### src/rtl/lpw_pkg.sv
// shared types, constants and helpers for the line pixel walker
package lpw_pkg;

    localparam int COORD_BITS  = 16;
    localparam int CANVAS_BITS = 15;
    localparam int COLOR_BITS  = 32;
    localparam int DELTA_BITS  = COORD_BITS + 1;
    localparam int ERR_BITS    = COORD_BITS + 3;
    localparam int CMP_BITS    = (COORD_BITS > CANVAS_BITS) ? COORD_BITS : CANVAS_BITS;
    localparam int CFG_IDX_BITS  = 1;
    localparam int CFG_DATA_BITS = CANVAS_BITS;

    localparam logic [CFG_IDX_BITS-1:0] REG_CANVAS_WIDTH  = 1'd0;
    localparam logic [CFG_IDX_BITS-1:0] REG_CANVAS_HEIGHT = 1'd1;

    localparam logic [CANVAS_BITS-1:0] CANVAS_WIDTH_RST  = 15'd640;
    localparam logic [CANVAS_BITS-1:0] CANVAS_HEIGHT_RST = 15'd480;

    typedef enum logic
    {
        OP_LOAD = 1'b0,
        OP_STEP = 1'b1
    } op_t;

    typedef enum logic [1:0]
    {
        MODE_DIAG   = 2'd0,
        MODE_XMAJOR = 2'd1,
        MODE_YMAJOR = 2'd2
    } line_mode_t;

    typedef struct packed
    {
        op_t                           opcode;
        logic signed [COORD_BITS-1:0]  start_x;
        logic signed [COORD_BITS-1:0]  start_y;
        logic signed [COORD_BITS-1:0]  end_x;
        logic signed [COORD_BITS-1:0]  end_y;
        logic [COLOR_BITS-1:0]         line_color;
    } lpw_in_t;

    typedef struct packed
    {
        logic signed [COORD_BITS-1:0]  pixel_x;
        logic signed [COORD_BITS-1:0]  pixel_y;
        logic [COLOR_BITS-1:0]         pixel_color;
        logic                          inside_res;
        logic                          last;
    } lpw_out_t;

    typedef struct packed
    {
        logic [CANVAS_BITS-1:0] width;
        logic [CANVAS_BITS-1:0] height;
    } lpw_canvas_t;

    function automatic logic in_range(logic signed [COORD_BITS-1:0] v,
                                      logic [CANVAS_BITS-1:0] lim);
        logic [COORD_BITS-1:0] u;
        u = unsigned'(v);
        return !v[COORD_BITS-1] && (CMP_BITS'(u) < CMP_BITS'(lim));
    endfunction

endpackage

### src/rtl/line_pixel_walker_top.sv
// line pixel walker top level: input register, walker, result register
// One word is taken per clock and one pixel word is produced per clock while
// the result register is not stalled. A load word gives the first pixel of a
// line, each step word the next pixel; a step word with no line in progress
// gives nothing. A word is held in the input register; when it fires, the
// walker updates the line state and the error term, and the pixel is written
// into the result register, where out_valid rises. in_ready follows
// out_ready through the single input register: the block stalls only while the
// result register holds a word that is not being taken. Canvas registers may be
// written at any time the block is idle.
module line_pixel_walker_top (
    input  logic                               clk,
    input  logic                               rst_n,
    input  logic                               in_valid,
    output logic                               in_ready,
    input  lpw_pkg::lpw_in_t                   in_word,
    output logic                               out_valid,
    input  logic                               out_ready,
    output lpw_pkg::lpw_out_t                  out_word,
    input  logic                               cfg_we,
    input  logic [lpw_pkg::CFG_IDX_BITS-1:0]   cfg_index,
    input  logic [lpw_pkg::CFG_DATA_BITS-1:0]  cfg_data
);
    import lpw_pkg::*;

    logic        in_valid_reg, in_valid_next;
    lpw_in_t     in_word_reg, in_word_next;
    logic        out_valid_reg, out_valid_next;
    lpw_out_t    out_word_reg, out_word_next;
    logic        fire;
    logic        res_valid;
    lpw_out_t    res;
    lpw_canvas_t canvas;

    lpw_cfg_regs u_cfg (
        .clk       (clk),
        .rst_n     (rst_n),
        .cfg_we    (cfg_we),
        .cfg_index (cfg_index),
        .cfg_data  (cfg_data),
        .canvas    (canvas)
    );

    lpw_walker u_walker (
        .clk       (clk),
        .rst_n     (rst_n),
        .fire      (fire),
        .item      (in_word_reg),
        .canvas    (canvas),
        .res_valid (res_valid),
        .res       (res)
    );

    assign fire     = in_valid_reg && (!out_valid_reg || out_ready);
    assign in_ready = !in_valid_reg || fire;

    always_comb
    begin
        in_valid_next  = in_valid_reg;
        in_word_next   = in_word_reg;
        out_valid_next = out_valid_reg;
        out_word_next  = out_word_reg;
        if (fire)
            in_valid_next = 1'b0;
        if (in_valid && in_ready)
        begin
            in_valid_next = 1'b1;
            in_word_next  = in_word;
        end
        if (fire)
        begin
            out_valid_next = res_valid;
            out_word_next  = res;
        end
        else if (out_ready)
        begin
            out_valid_next = 1'b0;
        end
    end

    always_ff @(posedge clk or negedge rst_n)
    begin
        if (!rst_n)
        begin
            in_valid_reg  <= 1'b0;
            out_valid_reg <= 1'b0;
        end
        else
        begin
            in_valid_reg  <= in_valid_next;
            out_valid_reg <= out_valid_next;
        end
    end

    always_ff @(posedge clk)
    begin
        in_word_reg  <= in_word_next;
        out_word_reg <= out_word_next;
    end

    assign out_valid = out_valid_reg;
    assign out_word  = out_word_reg;

endmodule

### src/rtl/lpw_cfg_regs.sv
// canvas size configuration registers
module lpw_cfg_regs (
    input  logic                                 clk,
    input  logic                                 rst_n,
    input  logic                                 cfg_we,
    input  logic [lpw_pkg::CFG_IDX_BITS-1:0]     cfg_index,
    input  logic [lpw_pkg::CFG_DATA_BITS-1:0]    cfg_data,
    output lpw_pkg::lpw_canvas_t                 canvas
);
    import lpw_pkg::*;

    logic [CANVAS_BITS-1:0] width_reg;
    logic [CANVAS_BITS-1:0] width_next;
    logic [CANVAS_BITS-1:0] height_reg;
    logic [CANVAS_BITS-1:0] height_next;

    always_comb
    begin
        width_next  = width_reg;
        height_next = height_reg;
        if (cfg_we)
        begin
            case (cfg_index)
                REG_CANVAS_WIDTH:  width_next  = cfg_data;
                REG_CANVAS_HEIGHT: height_next = cfg_data;
                default:
                begin
                    width_next  = width_reg;
                    height_next = height_reg;
                end
            endcase
        end
    end

    always_ff @(posedge clk or negedge rst_n)
    begin
        if (!rst_n)
        begin
            width_reg  <= CANVAS_WIDTH_RST;
            height_reg <= CANVAS_HEIGHT_RST;
        end
        else
        begin
            width_reg  <= width_next;
            height_reg <= height_next;
        end
    end

    assign canvas.width  = width_reg;
    assign canvas.height = height_reg;

endmodule

### src/rtl/lpw_walker.sv
// line state and combinational pixel step with incremental error term
module lpw_walker (
    input  logic                 clk,
    input  logic                 rst_n,
    input  logic                 fire,
    input  lpw_pkg::lpw_in_t     item,
    input  lpw_pkg::lpw_canvas_t canvas,
    output logic                 res_valid,
    output lpw_pkg::lpw_out_t    res
);
    import lpw_pkg::*;

    logic                          active_reg, active_next;
    logic signed [COORD_BITS-1:0]  cur_x_reg, cur_x_next;
    logic signed [COORD_BITS-1:0]  cur_y_reg, cur_y_next;
    logic signed [COORD_BITS-1:0]  dest_x_reg, dest_x_next;
    logic signed [COORD_BITS-1:0]  dest_y_reg, dest_y_next;
    line_mode_t                    mode_reg, mode_next;
    logic                          neg_x_reg, neg_x_next;
    logic                          neg_y_reg, neg_y_next;
    logic signed [ERR_BITS-1:0]    inc_reg, inc_next;
    logic signed [ERR_BITS-1:0]    dec_reg, dec_next;
    logic signed [ERR_BITS-1:0]    err_reg, err_next;
    logic [COLOR_BITS-1:0]         color_reg, color_next;

    // load-side setup
    logic signed [DELTA_BITS-1:0]  dx, dy;
    logic [DELTA_BITS-1:0]         adx, ady;
    logic signed [ERR_BITS-1:0]    dx_e, dy_e;
    logic                          ld_neg_x, ld_neg_y;
    line_mode_t                    ld_mode;
    logic signed [ERR_BITS-1:0]    ld_inc, ld_dec;
    logic                          ld_last;

    // step-side datapath
    logic signed [COORD_BITS-1:0]  step_x, step_y;
    logic signed [ERR_BITS-1:0]    err_maj, err_min;
    logic [ERR_BITS-1:0]           mag_maj, mag_min;
    logic                          take_minor;

    logic signed [COORD_BITS-1:0]  px, py;
    logic                          plast;

    assign dx = {item.end_x[COORD_BITS-1], item.end_x}
              - {item.start_x[COORD_BITS-1], item.start_x};
    assign dy = {item.end_y[COORD_BITS-1], item.end_y}
              - {item.start_y[COORD_BITS-1], item.start_y};
    assign adx = dx[DELTA_BITS-1] ? unsigned'(-dx) : unsigned'(dx);
    assign ady = dy[DELTA_BITS-1] ? unsigned'(-dy) : unsigned'(dy);
    assign dx_e = ERR_BITS'(dx);
    assign dy_e = ERR_BITS'(dy);
    assign ld_neg_x = dx[DELTA_BITS-1] || (dx == '0);
    assign ld_neg_y = dy[DELTA_BITS-1] || (dy == '0);
    assign ld_last  = (item.start_x == item.end_x) && (item.start_y == item.end_y);

    always_comb
    begin
        if (adx == ady)
            ld_mode = MODE_DIAG;
        else if (ady < adx)
            ld_mode = MODE_XMAJOR;
        else
            ld_mode = MODE_YMAJOR;
    end

    // inc is added to the error on every major step, dec is also subtracted on a minor step
    always_comb
    begin
        case (ld_mode)
            MODE_XMAJOR:
            begin
                ld_inc = ld_neg_x ? -dy_e : dy_e;
                ld_dec = ld_neg_y ? -dx_e : dx_e;
            end
            MODE_YMAJOR:
            begin
                ld_inc = ld_neg_y ? -dx_e : dx_e;
                ld_dec = ld_neg_x ? -dy_e : dy_e;
            end
            default:
            begin
                ld_inc = '0;
                ld_dec = '0;
            end
        endcase
    end

    assign step_x = cur_x_reg + (neg_x_reg ? '1 : COORD_BITS'(1));
    assign step_y = cur_y_reg + (neg_y_reg ? '1 : COORD_BITS'(1));
    assign err_maj = err_reg + inc_reg;
    assign err_min = err_maj - dec_reg;
    assign mag_maj = err_maj[ERR_BITS-1] ? unsigned'(-err_maj) : unsigned'(err_maj);
    assign mag_min = err_min[ERR_BITS-1] ? unsigned'(-err_min) : unsigned'(err_min);
    assign take_minor = mag_min < mag_maj;

    always_comb
    begin
        active_next = active_reg;
        cur_x_next  = cur_x_reg;
        cur_y_next  = cur_y_reg;
        dest_x_next = dest_x_reg;
        dest_y_next = dest_y_reg;
        mode_next   = mode_reg;
        neg_x_next  = neg_x_reg;
        neg_y_next  = neg_y_reg;
        inc_next    = inc_reg;
        dec_next    = dec_reg;
        err_next    = err_reg;
        color_next  = color_reg;
        res_valid   = 1'b0;
        px          = cur_x_reg;
        py          = cur_y_reg;
        plast       = 1'b0;
        case (item.opcode)
            OP_LOAD:
            begin
                res_valid = 1'b1;
                px        = item.start_x;
                py        = item.start_y;
                plast     = ld_last;
                if (fire)
                begin
                    active_next = !ld_last;
                    cur_x_next  = item.start_x;
                    cur_y_next  = item.start_y;
                    dest_x_next = item.end_x;
                    dest_y_next = item.end_y;
                    mode_next   = ld_mode;
                    neg_x_next  = ld_neg_x;
                    neg_y_next  = ld_neg_y;
                    inc_next    = ld_inc;
                    dec_next    = ld_dec;
                    err_next    = '0;
                    color_next  = item.line_color;
                end
            end
            OP_STEP:
            begin
                res_valid = active_reg;
                case (mode_reg)
                    MODE_XMAJOR:
                    begin
                        px    = step_x;
                        py    = take_minor ? step_y : cur_y_reg;
                        plast = (step_x == dest_x_reg);
                    end
                    MODE_YMAJOR:
                    begin
                        px    = take_minor ? step_x : cur_x_reg;
                        py    = step_y;
                        plast = (step_y == dest_y_reg);
                    end
                    default:
                    begin
                        px    = step_x;
                        py    = step_y;
                        plast = (step_x == dest_x_reg);
                    end
                endcase
                if (fire && active_reg)
                begin
                    cur_x_next  = px;
                    cur_y_next  = py;
                    err_next    = take_minor ? err_min : err_maj;
                    active_next = !plast;
                end
            end
            default:
            begin
                res_valid = 1'b0;
            end
        endcase
    end

    always_ff @(posedge clk or negedge rst_n)
    begin
        if (!rst_n)
        begin
            active_reg <= 1'b0;
            cur_x_reg  <= '0;
            cur_y_reg  <= '0;
            dest_x_reg <= '0;
            dest_y_reg <= '0;
            mode_reg   <= MODE_DIAG;
            neg_x_reg  <= 1'b0;
            neg_y_reg  <= 1'b0;
            inc_reg    <= '0;
            dec_reg    <= '0;
            err_reg    <= '0;
            color_reg  <= '0;
        end
        else
        begin
            active_reg <= active_next;
            cur_x_reg  <= cur_x_next;
            cur_y_reg  <= cur_y_next;
            dest_x_reg <= dest_x_next;
            dest_y_reg <= dest_y_next;
            mode_reg   <= mode_next;
            neg_x_reg  <= neg_x_next;
            neg_y_reg  <= neg_y_next;
            inc_reg    <= inc_next;
            dec_reg    <= dec_next;
            err_reg    <= err_next;
            color_reg  <= color_next;
        end
    end

    always_comb
    begin
        res.pixel_x     = px;
        res.pixel_y     = py;
        res.pixel_color = (item.opcode == OP_LOAD) ? item.line_color : color_reg;
        res.inside_res  = in_range(px, canvas.width) && in_range(py, canvas.height);
        res.last        = plast;
    end

endmodule

### config.mk
export PLATFORM = sky130hd
export DESIGN_NAME = line_pixel_walker_top
export DESIGN_NICKNAME = d
export VERILOG_FILES = /design/src/rtl/lpw_pkg.sv /design/src/rtl/line_pixel_walker_top.sv /design/src/rtl/lpw_cfg_regs.sv /design/src/rtl/lpw_walker.sv
export SDC_FILE = /design/constraint.sdc
export NUM_CORES = 1
export LEC_CHECK = 0
export ABC_CLOCK_PERIOD_IN_PS = 10140
export BUFFER_PORTS_ARGS = -buffer_cell sky130_fd_sc_hd__buf_2
export CAP_MARGIN = 20
export CORE_UTILIZATION = 40
export DETAILED_ROUTE_END_ITERATION = 10
export SYNTH_ARGS = -nofsm -noshare
export SYNTH_HDL_FRONTEND = slang
export SYNTH_HIERARCHICAL = 1
export SYNTH_SLANG_ARGS = --single-unit
### constraint.sdc
create_clock -name clk -period 10.14 [get_ports clk]
set_input_delay 2.028 -clock clk [delete_from_list [all_inputs] [get_ports clk]]
set_output_delay 2.028 -clock clk [all_outputs]
set_load 0.005 [all_outputs]
==> results of run 1 <==
==> worst paths after layout <==
path	slack, ns	to	start	cells after the start
max	0.71	out_word[1]	u_walker/inc_reg[0]	37
min	0.49	u_walker/err_reg[15]	u_walker/err_reg[15]	2
max reg2reg	0.71	out_word[1]	u_walker/inc_reg[0]	37
min reg2reg	0.49	u_walker/err_reg[15]	u_walker/err_reg[15]	2
max in group asynchronous	7.26	u_walker/color_reg[26]	rst_n	2
min in group asynchronous	1.48	u_walker/color_reg[8]	rst_n	1
==> cell usage in the layout (no fill, tap or decap), drive strengths merged, types with 21 or more instances in the layout <==
master and count:
a22o 21, nor2b 25, or3 25, nor3 34, ha 168, nor2 149
o21ai 116, a21o 48, xor2 70, dfrtp 184, buf 202, inv 126
o21a 28, nand2 135, o211ai 22, mux2 162, mux2i 65, xnor2 113
a21oi 134, edfxtp 163, clkbuf 55, nand3 33
==> worst register-to-register path: cells and delay by family, from the launching register on <==
kind | cells | cell delay, ns
flops | 1 | 0.39
mux | 1 | 0.35
fa+ha+maj | 5 | 1.71
buf+inv | 1 | 0.27
xor+xnor | 3 | 0.63
compound gates | 18 | 3.58
simple gates | 9 | 2.24
==> Yosys cell counts, types with 6 or more instances <==
cell / n
sky130_fd_sc_hd__a2111oi_0: 7
sky130_fd_sc_hd__a211oi_1: 14
sky130_fd_sc_hd__a21o_1: 47
sky130_fd_sc_hd__a21oi_1: 132
sky130_fd_sc_hd__a22o_1: 21
sky130_fd_sc_hd__a31oi_1: 18
sky130_fd_sc_hd__and2_1: 10
sky130_fd_sc_hd__and2_2: 6
sky130_fd_sc_hd__and3_1: 11
sky130_fd_sc_hd__clkbuf_1: 58
sky130_fd_sc_hd__dfrtp_1: 184
sky130_fd_sc_hd__dfstp_2: 6
sky130_fd_sc_hd__edfxtp_1: 163
sky130_fd_sc_hd__fa_1: 6
sky130_fd_sc_hd__ha_1: 168
sky130_fd_sc_hd__inv_1: 125
sky130_fd_sc_hd__mux2_2: 152
sky130_fd_sc_hd__mux2_4: 10
sky130_fd_sc_hd__mux2i_1: 65
sky130_fd_sc_hd__nand2_1: 134
sky130_fd_sc_hd__nand2b_1: 19
sky130_fd_sc_hd__nand3_1: 33
sky130_fd_sc_hd__nand4_1: 16
sky130_fd_sc_hd__nand4b_1: 7
sky130_fd_sc_hd__nor2_1: 148
sky130_fd_sc_hd__nor2b_1: 25
sky130_fd_sc_hd__nor3_1: 34
sky130_fd_sc_hd__nor4_1: 11
sky130_fd_sc_hd__o211ai_1: 21
sky130_fd_sc_hd__o21a_1: 28
sky130_fd_sc_hd__o21ai_0: 112
sky130_fd_sc_hd__o21bai_1: 8
sky130_fd_sc_hd__o221ai_1: 12
sky130_fd_sc_hd__o311ai_0: 7
sky130_fd_sc_hd__o31ai_1: 11
sky130_fd_sc_hd__or2_2: 14
sky130_fd_sc_hd__or3_1: 24
sky130_fd_sc_hd__or4_1: 7
sky130_fd_sc_hd__xnor2_1: 113
sky130_fd_sc_hd__xor2_1: 70
==> layer usage <==
metal	GRT usage, %	up-vias
met4	6.02	0
li1	-	8293
met3	2.20	82
met5	0	-
met2	35.2	414
met1	28.5	8339
==> cell type report <==
| cell class | count | area (um^2) | share of cell area, % |
|---|---|---|---|
| multi-input combinational | 1621 | 12400 | 47.9 |
| clock inverter | 18 | 285 | 1.10 |
| timing repair buffer | 203 | 1070 | 4.12 |
| clock buffer | 54 | 1090 | 4.21 |
| inverter | 126 | 473 | 1.82 |
| sequential | 353 | 9660 | 37.2 |
| tap | 756 | 946 | 3.64 |
==> stage by stage <==
| stage | std cells | utilization, % |
|---|---|---|
| 2_1_floorplan | 2172 | - |
| 3_3_place_gp | 3059 | 43.5 |
| 3_5_place_dp | 3059 | 43.5 |
| 4_1_cts | 3131 | 46.0 |
| 5_1_grt | 3131 | 46.0 |
| 6_report | 3131 | 46.0 |
==> kinds of logic after synthesis <==
| logic type | count (synthesis) | synth area share (%) |
|---|---|---|
| AO/OA/AOI/OAI | 499 | 14.3 |
| XOR/XNOR | 189 | 7.60 |
| adder cells (fa/ha/maj) | 174 | 9.71 |
| buffers and inverters | 198 | 3.55 |
| flip-flops | 353 | 42.2 |
| multiplexers | 227 | 11.0 |
| AND/OR/NAND/NOR | 532 | 11.7 |
==> report_table.html, run 1 <==
<table>
<tr><th>Metric</th><th>Value</th></tr>
<tr><th colspan="2">Floorplan</th></tr>
<tr><td># IOs</td><td>approximately 190</td></tr>
<tr><td>Total Die Area</td><td>~58000 um^2</td></tr>
<tr><td>Initial Utilization</td><td>between 40% and 50%</td></tr>
<tr><td>Core region area</td><td>56500 um^2</td></tr>
<tr><td>Floorplan row count</td><td>87</td></tr>
<tr><td>Die Y-Extent</td><td>approximately 240 um</td></tr>
<tr><td>DIE WIDTH</td><td>about 240 um</td></tr>
<tr><th colspan="2">Worst setup path</th></tr>
<tr><td>Maximum single-stage delay on the critical path</td><td>0.49 ns</td></tr>
<tr><td>Category of the most critical setup path</td><td>reg2reg</td></tr>
<tr><td>Data required time at the worst endpoint</td><td>between 10 and 15 ns</td></tr>
<tr><td>Slowest library cell on the worst path</td><td>sky130_fd_sc_hd__nand3b_1</td></tr>
<tr><td>Most repeated library cell on the critical path</td><td>sky130_fd_sc_hd__o21ai_0</td></tr>
<tr><td>Worst path buffer plus inverter count</td><td>1</td></tr>
<tr><td>Type of element launching the critical path</td><td>flip-flop</td></tr>
<tr><td>Top cell family by delay on the critical path</td><td>compound AO/OA/AOI/OAI gates</td></tr>
<tr><td>Critical path peak fanout</td><td>7</td></tr>
<tr><td>Worst endpoint data arrival time</td><td>~9.7 ns</td></tr>
<tr><td>Worst setup EP type</td><td>flip-flop</td></tr>
<tr><th colspan="2">Detailed routing</th></tr>
<tr><td>First-pass DRT Iterations</td><td>5</td></tr>
<tr><td>Via Count</td><td>17100</td></tr>
<tr><td>Uppermost layer routed</td><td>met4</td></tr>
<tr><td>Drc violations</td><td>0</td></tr>
<tr><td>Routed length on met3</td><td>2630 um</td></tr>
<tr><td>Met2 WL</td><td>around 30000 um</td></tr>
<tr><td>Post-DRT Antenna Nets</td><td>0</td></tr>
<tr><td>Routed metal-1 wirelength</td><td>~28000 um</td></tr>
<tr><td>Initial detailed-routing violation count</td><td>929</td></tr>
<tr><td>Average detailed-routed wire length per instance</td><td>between 15 and 20 um</td></tr>
<tr><td>Via density per instance</td><td>5.47</td></tr>
<tr><td>Wirelength, routed</td><td>61100 um</td></tr>
<tr><th colspan="2">Timing</th></tr>
<tr><td>Final total negative setup slack</td><td>0 ns</td></tr>
<tr><td>Worst-case clock skew</td><td>0.0243 ns</td></tr>
<tr><td>RSZ-0062 raised after global routing</td><td>no</td></tr>
<tr><td>Final number of max-transition violations</td><td>0</td></tr>
<tr><td>Post-layout minimum cycle time</td><td>9.43 ns</td></tr>
<tr><td>Minimum hold slack</td><td>0.488 ns</td></tr>
<tr><td>Post-layout worst setup margin</td><td>0.711 ns</td></tr>
<tr><td>FMAX</td><td>~110 MHz</td></tr>
<tr><td>Total count of hold-check failures in the final report</td><td>0</td></tr>
<tr><td>Setup violations, final</td><td>0</td></tr>
<tr><td>Rel. slew slack</td><td>30.3%</td></tr>
<tr><td>Transition time at the pin with the least slew margin</td><td>1.04 ns</td></tr>
<tr><td>Post-route fraction of the period consumed by the critical path</td><td>~93%</td></tr>
<tr><th colspan="2">Clocking</th></tr>
<tr><td>Count of instances resized after the clock tree is built</td><td>0</td></tr>
<tr><td>Clock latency on the worst-skew pair</td><td>0.54 ns</td></tr>
<tr><td>H-tree levels</td><td>2</td></tr>
<tr><td>Worst-case clock buffer depth</td><td>3</td></tr>
<tr><td>Clock tree from TritonCTS</td><td>done</td></tr>
<tr><td>Root buffer cell</td><td>sky130_fd_sc_hd__clkbuf_16</td></tr>
<tr><td>Post-CTS repair timing setup buffer count</td><td>0</td></tr>
<tr><td>Hold bufs inserted after CTS</td><td>0</td></tr>
<tr><td>TritonCTS Buffers</td><td>39</td></tr>
<tr><td>TritonCTS sink count</td><td>353</td></tr>
<tr><td>Clock edge transition at the registers on the reported setup and hold paths</td><td>0.06 ns</td></tr>
<tr><th colspan="2">Logic synthesis</th></tr>
<tr><td>Cell count after synthesis</td><td>2172</td></tr>
<tr><td>Post-synth design cell area</td><td>22900 um^2</td></tr>
<tr><td>Cell accounting for the most synthesized area</td><td>sky130_fd_sc_hd__edfxtp_1</td></tr>
<tr><td>Share of the synthesized area in the top cell type</td><td>between 20% and 30%</td></tr>
<tr><td>Synth area leaders</td><td>sky130_fd_sc_hd__edfxtp_1, sky130_fd_sc_hd__dfrtp_1, sky130_fd_sc_hd__ha_1, sky130_fd_sc_hd__mux2_2, sky130_fd_sc_hd__xnor2_1</td></tr>
<tr><td>Fraction of registers with async set/reset</td><td>53.8%</td></tr>
<tr><td>Number of distinct library cell variants in the gate-level netlist after synthesis</td><td>97</td></tr>
<tr><td>Synthesized netlist net count</td><td>between 2000 and 2500</td></tr>
<tr><td>Top flip-flop cell by instance count after synthesis</td><td>sky130_fd_sc_hd__dfrtp_1</td></tr>
<tr><td>Register bit count reported by yosys</td><td>353</td></tr>
<tr><td>Number of flops mapped to enable cells by yosys</td><td>163</td></tr>
<tr><td>Proportion of synthesized chip area in sequential cells</td><td>between 40% and 50%</td></tr>
<tr><td>Synth warnings</td><td>6</td></tr>
<tr><td>Average cell area after synthesis</td><td>10.5 um^2</td></tr>
<tr><th colspan="2">Final layout</th></tr>
<tr><td>Fillers</td><td>between 5000 and 6000</td></tr>
<tr><td>Final cell area excluding filler cells</td><td>26000 um^2</td></tr>
<tr><td>Flip-flop count of the largest register after layout</td><td>97</td></tr>
<tr><td>Number of antenna repair diodes</td><td>0</td></tr>
<tr><td>Net count, final</td><td>about 2600</td></tr>
<tr><td>Layout-stage area growth over the synthesis result</td><td>13.4%</td></tr>
<tr><td>Ratio of cells with drive above 1 in the final layout</td><td>between 20% and 30%</td></tr>
<tr><th colspan="2">Place</th></tr>
<tr><td>Instance area at placement</td><td>24600 um^2</td></tr>
<tr><td>RD Place Congestion</td><td>0.934</td></tr>
<tr><td>Placed wire-length estimate</td><td>about 47000 um</td></tr>
<tr><td>Pre-CTS setup slack</td><td>0.778 ns</td></tr>
<tr><td>Quantity of I/O buffers inserted on ports</td><td>185</td></tr>
<tr><th colspan="2">GRT</th></tr>
<tr><td>Maximum number of pins on one net before global-route repair</td><td>72</td></tr>
<tr><td>Via count of the first global-routing pass</td><td>16800</td></tr>
<tr><td>Remaining global-route overflow</td><td>0</td></tr>
<tr><td>Total global routing track utilization</td><td>between 20% and 30%</td></tr>
<tr><td>Wire length of the first global-routing pass</td><td>94700 um</td></tr>
<tr><td>Initial antenna violation count</td><td>0</td></tr>
<tr><th colspan="2">Worst hold path</th></tr>
<tr><td>Worst min path class</td><td>reg2reg</td></tr>
<tr><th colspan="2">Flow run</th></tr>
<tr><td>Max Cap Violations</td><td>0</td></tr>
<tr><th colspan="2">Run status</th></tr>
<tr><td>Result of the run</td><td>finished, final reports clean</td></tr>
</table>
Power of run 1 is not shown: default switching activity piles up to over one toggle a cycle in this logic, so the estimate is an artifact.
==> inputs of run 2 (changes only) <==
--- a/config.mk
+++ b/config.mk
@@ -9,6 +9,7 @@
 export BUFFER_PORTS_ARGS = -buffer_cell sky130_fd_sc_hd__buf_2
 export CAP_MARGIN = 20
 export CORE_UTILIZATION = 40
+export CTS_BUF_LIST = sky130_fd_sc_hd__clkbuf_2
 export DETAILED_ROUTE_END_ITERATION = 10
 export SYNTH_ARGS = -nofsm -noshare
 export SYNTH_HDL_FRONTEND = slang
==> report_table.html, run 2 (synthesis gave the netlist of run 1 again) <==
<table>
<tr><th>Metric</th><th>Value</th></tr>
<tr><th colspan="2">Final layout</th></tr>
<tr><td>Ratio of cells with drive above 1 in the final layout</td><td>23.3% (was 20.1%)</td></tr>
<tr><td>Net count, final</td><td>2689 (was 2636)</td></tr>
<tr><td>Area taken by flip-flops and latches</td><td>9660 um^2 (unchanged)</td></tr>
<tr><td>Flip-flop count of the largest register after layout</td><td>97 (unchanged)</td></tr>
<tr><td>Top library cells by usage in the layout, fill and taps aside</td><td>sky130_fd_sc_hd__dfrtp_1, sky130_fd_sc_hd__buf_2, sky130_fd_sc_hd__ha_1 (unchanged)</td></tr>
<tr><td>Area occupied by multi-input gates</td><td>12400 um^2 (unchanged)</td></tr>
<tr><td>Layout-stage area growth over the synthesis result</td><td>11.2% (was 13.4%)</td></tr>
<tr><td>Fillers</td><td>5413 (was 5268)</td></tr>
<tr><th colspan="2">Detailed routing</th></tr>
<tr><td>Average detailed-routed wire length per instance</td><td>19.0 um (was 19.5 um)</td></tr>
<tr><td>Wirelength, routed</td><td>61400 um (was 61100 um)</td></tr>
<tr><td>Drc violations</td><td>0 (unchanged)</td></tr>
<tr><td>Via density per instance</td><td>5.39 (was 5.47)</td></tr>
<tr><td>Initial detailed-routing violation count</td><td>929 (unchanged)</td></tr>
<tr><td>Via Count</td><td>17400 (was 17100)</td></tr>
<tr><td>First-pass DRT Iterations</td><td>5 (unchanged)</td></tr>
<tr><td>Post-DRT Antenna Nets</td><td>0 (unchanged)</td></tr>
<tr><th colspan="2">Place</th></tr>
<tr><td>Quantity of I/O buffers inserted on ports</td><td>185 (unchanged)</td></tr>
<tr><td>RD Place Congestion</td><td>0.934 (unchanged)</td></tr>
<tr><td>Placed wire-length estimate</td><td>46700 um (unchanged)</td></tr>
<tr><td>Pre-CTS setup slack</td><td>0.778 ns (unchanged)</td></tr>
<tr><th colspan="2">Floorplan</th></tr>
<tr><td>Die Y-Extent</td><td>241 um (unchanged)</td></tr>
<tr><td># IOs</td><td>186 (unchanged)</td></tr>
<tr><td>Core region area</td><td>56500 um^2 (unchanged)</td></tr>
<tr><td>Total Die Area</td><td>58200 um^2 (unchanged)</td></tr>
<tr><td>Initial Utilization</td><td>40.5% (unchanged)</td></tr>
<tr><td>Floorplan row count</td><td>87 (unchanged)</td></tr>
<tr><td>DIE WIDTH</td><td>241 um (unchanged)</td></tr>
<tr><th colspan="2">GRT</th></tr>
<tr><td>Remaining global-route overflow</td><td>0 (unchanged)</td></tr>
<tr><td>Met3 track utilization from global routing</td><td>2.89% (was 2.20%)</td></tr>
<tr><td>Total global routing track utilization</td><td>21.3% (was 21.0%)</td></tr>
<tr><td>Most crowded layer after global routing</td><td>met2 (unchanged)</td></tr>
<tr><td>Met2 track utilization from global routing</td><td>35.7% (was 35.2%)</td></tr>
<tr><td>Met1 track demand over resource in global routing</td><td>28.3% (was 28.5%)</td></tr>
<tr><td>Initial antenna violation count</td><td>1 (was 0)</td></tr>
<tr><td>Via count of the first global-routing pass</td><td>17200 (was 16800)</td></tr>
<tr><td>Maximum number of pins on one net before global-route repair</td><td>72 (unchanged)</td></tr>
<tr><td>Wire length of the first global-routing pass</td><td>95700 um (was 94700 um)</td></tr>
<tr><th colspan="2">Worst setup path</th></tr>
<tr><td>Maximum single-stage delay on the critical path</td><td>0.42 ns (was 0.49 ns)</td></tr>
<tr><td>Worst setup EP type</td><td>flip-flop (unchanged)</td></tr>
<tr><td>Worst endpoint data arrival time</td><td>10.26 ns (was 9.69 ns)</td></tr>
<tr><td>Data required time at the worst endpoint</td><td>11.04 ns (was 10.41 ns)</td></tr>
<tr><td>Category of the most critical setup path</td><td>reg2reg (unchanged)</td></tr>
<tr><td>Most repeated library cell on the critical path</td><td>sky130_fd_sc_hd__o21ai_0 (unchanged)</td></tr>
<tr><td>Critical path peak fanout</td><td>20 (was 7)</td></tr>
<tr><td>Type of element launching the critical path</td><td>flip-flop (unchanged)</td></tr>
<tr><td>Slowest library cell on the worst path</td><td>sky130_fd_sc_hd__fa_1 (was sky130_fd_sc_hd__nand3b_1)</td></tr>
<tr><th colspan="2">Run status</th></tr>
<tr><td>Result of the run</td><td>finished, final reports clean (unchanged)</td></tr>
<tr><th colspan="2">Clocking</th></tr>
<tr><td>TritonCTS Buffers</td><td>92 (was 39)</td></tr>
<tr><td>Worst-case clock buffer depth</td><td>3 (unchanged)</td></tr>
<tr><td>Post-CTS repair timing setup buffer count</td><td>0 (unchanged)</td></tr>
<tr><td>Hold bufs inserted after CTS</td><td>0 (unchanged)</td></tr>
<tr><td>TritonCTS sink count</td><td>353 (unchanged)</td></tr>
<tr><td>Root buffer cell</td><td>sky130_fd_sc_hd__clkbuf_2 (was sky130_fd_sc_hd__clkbuf_16)</td></tr>
<tr><td>Clock edge transition at the registers on the reported setup and hold paths</td><td>0.12 ns (was 0.06 ns)</td></tr>
<tr><td>Clock latency on the worst-skew pair</td><td>1.08 ns (was 0.54 ns)</td></tr>
<tr><td>H-tree levels</td><td>3 (was 2)</td></tr>
<tr><td>Count of instances resized after the clock tree is built</td><td>0 (unchanged)</td></tr>
<tr><td>Clock tree from TritonCTS</td><td>done (unchanged)</td></tr>
<tr><th colspan="2">Timing</th></tr>
<tr><td>Final number of max-transition violations</td><td>0 (unchanged)</td></tr>
<tr><td>Rel. slew slack</td><td>30.0% (was 30.3%)</td></tr>
<tr><td>FMAX</td><td>107 MHz (was 106 MHz)</td></tr>
<tr><td>RSZ-0062 raised after global routing</td><td>no (unchanged)</td></tr>
<tr><td>Total count of hold-check failures in the final report</td><td>0 (unchanged)</td></tr>
<tr><td>Final total negative setup slack</td><td>0 ns (unchanged)</td></tr>
<tr><td>Setup violations, final</td><td>0 (unchanged)</td></tr>
<tr><td>Transition time at the pin with the least slew margin</td><td>1.05 ns (was 1.04 ns)</td></tr>
<tr><td>Post-layout minimum cycle time</td><td>9.36 ns (was 9.43 ns)</td></tr>
<tr><td>Post-route fraction of the period consumed by the critical path</td><td>92.3% (was 93.0%)</td></tr>
<tr><td>Worst-case clock skew</td><td>0.116 ns (was 0.0243 ns)</td></tr>
<tr><td>Post-layout worst setup margin</td><td>0.779 ns (was 0.711 ns)</td></tr>
<tr><th colspan="2">Worst hold path</th></tr>
<tr><td>Worst min path class</td><td>reg2reg (unchanged)</td></tr>
<tr><th colspan="2">Flow run</th></tr>
<tr><td>Max Cap Violations</td><td>0 (unchanged)</td></tr>
</table>
## run 2: worst paths after layout
check / start / to / slack, ns / depth (start not counted)
setup / recovery: u_walker/inc_reg[0] / out_word[1] / 0.78 / 38
hold / removal: in_word_reg[26] / u_walker/color_reg[26] / 0.48 / 1
setup reg to reg: u_walker/inc_reg[0] / out_word[1] / 0.78 / 38
hold reg to reg: in_word_reg[26] / u_walker/color_reg[26] / 0.48 / 1
max in group asynchronous: rst_n / u_walker/color_reg[25] / 7.70 / 2
min in group asynchronous: rst_n / u_walker/color_reg[8] / 0.95 / 1
## run 2: cell type report
type,instances,area share (%)
repair buffers,203,4.20
well taps,756,3.72
multi-input cells,1621,48.9
clock inverters,19,0.472
flip-flops and latches,353,37.9
clock buffers,150,2.95
diodes,1,0.00983
inverters,126,1.86
## run 2: metal layers
layer	share of wire [%]	up-vias
met5	0	-
met2	48	405
met3	4.2	68
li1	-	8476
met1	46	8442
met4	1.9	0
## run 2: per-stage QoR
stage	hold slack (ns)	utilization (%)	std cells	instance area, um^2
after floorplan	0.450	-	2172	22900
after global placement	0.468	43.5	3059	24600
after detailed placement	0.477	43.5	3059	24600
after CTS	0.450	45.1	3228	25500
after global routing	0.457	45.1	3229	25500
final	0.481	45.1	3229	25500
## run 2: worst max-delay path, delay by kind of cell, from the launching register on
kind	cells	cell delay (ns)
AOI/OAI and AO/OA	21	4.38
adders and majority gates	5	1.77
buffers and inverters	1	0.35
and+or+nand+nor	8	1.63
xor gates and xnor gates	3	0.63
DFF	1	0.40
Power of run 2 is left out for the same reason.
==> inputs of run 3 (changes only) <==
--- a/config.mk
+++ b/config.mk
@@ -11,7 +11,8 @@
 export CORE_UTILIZATION = 40
 export CTS_BUF_LIST = sky130_fd_sc_hd__clkbuf_2
 export DETAILED_ROUTE_END_ITERATION = 10
+export RECOVER_POWER = 50
+export SKIP_LAST_GASP = 1
 export SYNTH_ARGS = -nofsm -noshare
 export SYNTH_HDL_FRONTEND = slang
-export SYNTH_HIERARCHICAL = 1
 export SYNTH_SLANG_ARGS = --single-unit
==> report_table.html, run 3 <==
<table>
<tr><th>Metric</th><th>Value</th></tr>
<tr><th colspan="2">Logic synthesis</th></tr>
<tr><td>Cell count after synthesis</td><td>2220 (was 2172)</td></tr>
<tr><td>Synthesized netlist net count</td><td>2512 (was 2464)</td></tr>
<tr><td>Post-synth design cell area</td><td>22300 um^2 (was 22900 um^2)</td></tr>
<tr><td>Register bit count reported by yosys</td><td>353 (unchanged)</td></tr>
<tr><td>Most frequently used cell type in the post-synthesis netlist</td><td>sky130_fd_sc_hd__nand2_1 (was sky130_fd_sc_hd__dfrtp_1)</td></tr>
<tr><td>Cell accounting for the most synthesized area</td><td>sky130_fd_sc_hd__edfxtp_1 (unchanged)</td></tr>
<tr><td>Top flip-flop cell by instance count after synthesis</td><td>sky130_fd_sc_hd__dfrtp_1 (unchanged)</td></tr>
<tr><td>Number of flops mapped to enable cells by yosys</td><td>163 (unchanged)</td></tr>
<tr><td>Synth area leaders</td><td>sky130_fd_sc_hd__edfxtp_1, sky130_fd_sc_hd__dfrtp_1, sky130_fd_sc_hd__ha_1, sky130_fd_sc_hd__nand2_1, sky130_fd_sc_hd__xnor2_1 (was sky130_fd_sc_hd__edfxtp_1, sky130_fd_sc_hd__dfrtp_1, sky130_fd_sc_hd__ha_1, sky130_fd_sc_hd__mux2_2, sky130_fd_sc_hd__xnor2_1)</td></tr>
<tr><td>Synth top cells by count</td><td>sky130_fd_sc_hd__nand2_1, sky130_fd_sc_hd__dfrtp_1, sky130_fd_sc_hd__ha_1 (was sky130_fd_sc_hd__dfrtp_1, sky130_fd_sc_hd__ha_1, sky130_fd_sc_hd__edfxtp_1)</td></tr>
<tr><td>Synth warnings</td><td>0 (was 6)</td></tr>
<tr><td>Fraction of registers with async set/reset</td><td>53.8% (unchanged)</td></tr>
<tr><td>Number of distinct library cell variants in the gate-level netlist after synthesis</td><td>82 (was 97)</td></tr>
<tr><td>Proportion of synthesized chip area in sequential cells</td><td>43.4% (was 42.2%)</td></tr>
<tr><td>Average cell area after synthesis</td><td>10.0 um^2 (was 10.5 um^2)</td></tr>
<tr><td>Share of the synthesized area in the top cell type</td><td>22.0% (was 21.4%)</td></tr>
<tr><th colspan="2">GRT</th></tr>
<tr><td>Initial antenna violation count</td><td>1 (unchanged)</td></tr>
<tr><td>Total global routing track utilization</td><td>22.0% (was 21.3%)</td></tr>
<tr><td>Wire length of the first global-routing pass</td><td>96800 um (was 95700 um)</td></tr>
<tr><td>Via count of the first global-routing pass</td><td>17500 (was 17200)</td></tr>
<tr><td>Maximum number of pins on one net before global-route repair</td><td>78 (was 72)</td></tr>
<tr><td>Remaining global-route overflow</td><td>0 (unchanged)</td></tr>
<tr><th colspan="2">Floorplan</th></tr>
<tr><td>Total Die Area</td><td>56600 um^2 (was 58200 um^2)</td></tr>
<tr><td>Core region area</td><td>55000 um^2 (was 56500 um^2)</td></tr>
<tr><td>Die Y-Extent</td><td>238 um (was 241 um)</td></tr>
<tr><td># IOs</td><td>186 (unchanged)</td></tr>
<tr><td>Initial Utilization</td><td>40.5% (about the same)</td></tr>
<tr><td>DIE WIDTH</td><td>238 um (was 241 um)</td></tr>
<tr><td>Floorplan row count</td><td>86 (was 87)</td></tr>
<tr><th colspan="2">Final layout</th></tr>
<tr><td>Final cell area excluding filler cells</td><td>25000 um^2 (was 25500 um^2)</td></tr>
<tr><td>Top library cells by usage in the layout, fill and taps aside</td><td>sky130_fd_sc_hd__nand2_1, sky130_fd_sc_hd__dfrtp_1, sky130_fd_sc_hd__buf_2 (was sky130_fd_sc_hd__dfrtp_1, sky130_fd_sc_hd__buf_2, sky130_fd_sc_hd__ha_1)</td></tr>
<tr><td>Flip-flop count of the largest register after layout</td><td>97 (unchanged)</td></tr>
<tr><td>Most common library cell in the layout ignoring fill and taps</td><td>sky130_fd_sc_hd__nand2_1</td></tr>
<tr><td>Fillers</td><td>5302 (was 5413)</td></tr>
<tr><td>Cell Count, Final, Fillers Out</td><td>3275 (was 3229)</td></tr>
<tr><td>Layout-stage area growth over the synthesis result</td><td>12.1% (was 11.2%)</td></tr>
<tr><td>Ratio of cells with drive above 1 in the final layout</td><td>18.8% (was 23.3%)</td></tr>
<tr><td>Net count, final</td><td>2739 (was 2689)</td></tr>
<tr><th colspan="2">Worst setup path</th></tr>
<tr><td>Category of the most critical setup path</td><td>reg2reg (unchanged)</td></tr>
<tr><td>Slowest library cell on the worst path</td><td>sky130_fd_sc_hd__a2111oi_1 (was sky130_fd_sc_hd__fa_1)</td></tr>
<tr><td>Top cell family by delay on the critical path</td><td>compound AO/OA/AOI/OAI gates (unchanged)</td></tr>
<tr><td>Critical path peak fanout</td><td>9 (was 20)</td></tr>
<tr><td>Worst endpoint data arrival time</td><td>10.23 ns (was 10.26 ns)</td></tr>
<tr><td>Maximum single-stage delay on the critical path</td><td>0.53 ns (was 0.42 ns)</td></tr>
<tr><td>Data required time at the worst endpoint</td><td>11.06 ns (was 11.04 ns)</td></tr>
<tr><td>Worst setup EP type</td><td>flip-flop (unchanged)</td></tr>
<tr><td>Worst path buffer plus inverter count</td><td>0 (was 1)</td></tr>
<tr><td>Type of element launching the critical path</td><td>flip-flop (unchanged)</td></tr>
<tr><th colspan="2">Detailed routing</th></tr>
<tr><td>Average detailed-routed wire length per instance</td><td>18.8 um (was 19.0 um)</td></tr>
<tr><td>Drc violations</td><td>0 (unchanged)</td></tr>
<tr><td>First-pass DRT Iterations</td><td>5 (unchanged)</td></tr>
<tr><td>Post-DRT Antenna Nets</td><td>0 (unchanged)</td></tr>
<tr><td>Via Count</td><td>17500 (was 17400)</td></tr>
<tr><td>Wirelength, routed</td><td>61600 um (was 61400 um)</td></tr>
<tr><td>Initial detailed-routing violation count</td><td>1043 (was 929)</td></tr>
<tr><td>Via density per instance</td><td>5.36 (was 5.39)</td></tr>
<tr><th colspan="2">Place</th></tr>
<tr><td>Quantity of I/O buffers inserted on ports</td><td>185 (unchanged)</td></tr>
<tr><td>Placed wire-length estimate</td><td>45900 um (was 46700 um)</td></tr>
<tr><td>Instance area at placement</td><td>24000 um^2 (was 24600 um^2)</td></tr>
<tr><td>RD Place Congestion</td><td>0.913 (was 0.934)</td></tr>
<tr><td>Instance count after placement with tap cells included</td><td>3099 (was 3059)</td></tr>
<tr><th colspan="2">Clocking</th></tr>
<tr><td>Clock latency on the worst-skew pair</td><td>1.16 ns (was 1.08 ns)</td></tr>
<tr><td>Worst-case clock buffer depth</td><td>3 (unchanged)</td></tr>
<tr><td>Root buffer cell</td><td>sky130_fd_sc_hd__clkbuf_2 (unchanged)</td></tr>
<tr><td>Clock tree from TritonCTS</td><td>done (unchanged)</td></tr>
<tr><td>Clock edge transition at the registers on the reported setup and hold paths</td><td>0.11 ns (was 0.12 ns)</td></tr>
<tr><td>TritonCTS Buffers</td><td>94 (was 92)</td></tr>
<tr><td>H-tree levels</td><td>3 (unchanged)</td></tr>
<tr><td>TritonCTS sink count</td><td>353 (unchanged)</td></tr>
<tr><th colspan="2">Timing</th></tr>
<tr><td>Worst-case clock skew</td><td>0.110 ns (was 0.116 ns)</td></tr>
<tr><td>Final total negative setup slack</td><td>0 ns (unchanged)</td></tr>
<tr><td>FMAX</td><td>107 MHz (about the same)</td></tr>
<tr><td>Setup violations, final</td><td>0 (unchanged)</td></tr>
<tr><td>Final number of max-transition violations</td><td>308 (was 0)</td></tr>
<tr><td>Total count of hold-check failures in the final report</td><td>0 (unchanged)</td></tr>
<tr><td>Transition time at the pin with the least slew margin</td><td>4.67 ns (was 1.05 ns)</td></tr>
<tr><td>RSZ-0062 raised after global routing</td><td>no (unchanged)</td></tr>
<tr><td>Rel. slew slack</td><td>-211% (was 30.0%)</td></tr>
<tr><td>Post-route fraction of the period consumed by the critical path</td><td>91.8% (was 92.3%)</td></tr>
<tr><td>Post-layout minimum cycle time</td><td>9.31 ns (was 9.36 ns)</td></tr>
<tr><th colspan="2">Worst hold path</th></tr>
<tr><td>Worst min path class</td><td>reg2reg (unchanged)</td></tr>
<tr><th colspan="2">Run status</th></tr>
<tr><td>Violations in the final reports</td><td>capacitance limit, slew limit</td></tr>
<tr><td>Result of the run</td><td>complete, but fails checks (was finished, final reports clean)</td></tr>
<tr><th colspan="2">Flow run</th></tr>
<tr><td>Max Cap Violations</td><td>6 (was 0)</td></tr>
</table>
run 3: cell count changes in the layout (fill, tap and decap cells not counted), sizes merged, moves of 14 or more:
cell,delta
nand2,+188
mux2,-71
nor2,-20
buf,-14
xnor2,+21
o211ai,-14
run 3: tightest hold or removal path: stages (launching register included):
cell	delay (ns)
sky130_fd_sc_hd__edfxtp_1	0.35
sky130_fd_sc_hd__nand2_1	0.05
sky130_fd_sc_hd__nand2_1	0.05
run 3: final timing paths:
| path | depth (start not counted) | to | slack [ns] | startpoint |
|---|---|---|---|---|
| max | 34 | out_word[1] | 0.83 | u_walker.err_reg[1] |
| min | 2 | u_walker.color_reg[10] | 0.46 | in_word_reg[10] |
| max reg2reg | 34 | out_word[1] | 0.83 | u_walker.err_reg[1] |
| min reg2reg | 2 | u_walker.color_reg[10] | 0.46 | in_word_reg[10] |
| max in group asynchronous | 2 | u_walker.dec_reg[6] | 2.71 | rst_n |
| min in group asynchronous | 1 | u_walker.neg_y_reg | 2.55 | rst_n |
run 3: repair_timing:
action                     4_1_cts  5_1_grt
resized for setup                0        4
hold buffers                     0        0
setup buffers                    0        0
setup endpoints to repair        0        1
run 3: kinds of logic (layout without fill, tap and decap cells):
group / after synthesis / count (layout) / share of synthesized area [%]
AO/OA/AOI/OAI: 482 / 482 / 14.2
XOR/XNOR: 205 / 205 / 8.49
adder cells (fa/ha/maj): 174 / 174 / 9.99
buffers and inverters: 204 / 510 / 3.46
flip-flops: 353 / 353 / 43.4
multiplexers: 150 / 150 / 7.26
other: 0 / 1 / 0
AND/OR/NAND/NOR: 652 / 652 / 13.2
run 3: stage by stage:
stage	utilization [%]	hold WS [ns]	setup slack, ns
floorplan	-	0.436	1.85
detailed placement	43.7	0.449	0.612
global route	45.4	0.482	0.101
global placement	43.7	0.444	0.745
CTS	45.4	0.467	0.597
finish	45.4	0.456	0.832
run 3: final cells by class:
type | instances | area, um^2 | share of cell area (%)
repair buffers | 206 | 1050 | 4.21
flip-flops and latches | 353 | 9660 | 38.7
well taps | 748 | 936 | 3.75
inverters | 129 | 484 | 1.94
diodes | 1 | 2.50 | 0.0100
multi-input cells | 1663 | 11900 | 47.6
clock inverters | 31 | 216 | 0.868
clock buffers | 144 | 721 | 2.89
run 3: metal layers:
| metal | global-route usage [%] | routed length [um] | vias up |
|---|---|---|---|
| met5 | 0 | 0 | - |
| met4 | 9.35 | 1990 | 0 |
| met3 | 3.40 | 3120 | 112 |
| met2 | 36.7 | 29600 | 420 |
| met1 | 28.2 | 26900 | 8549 |
| li1 | - | - | 8467 |
Power of run 3 is left out for the same reason.
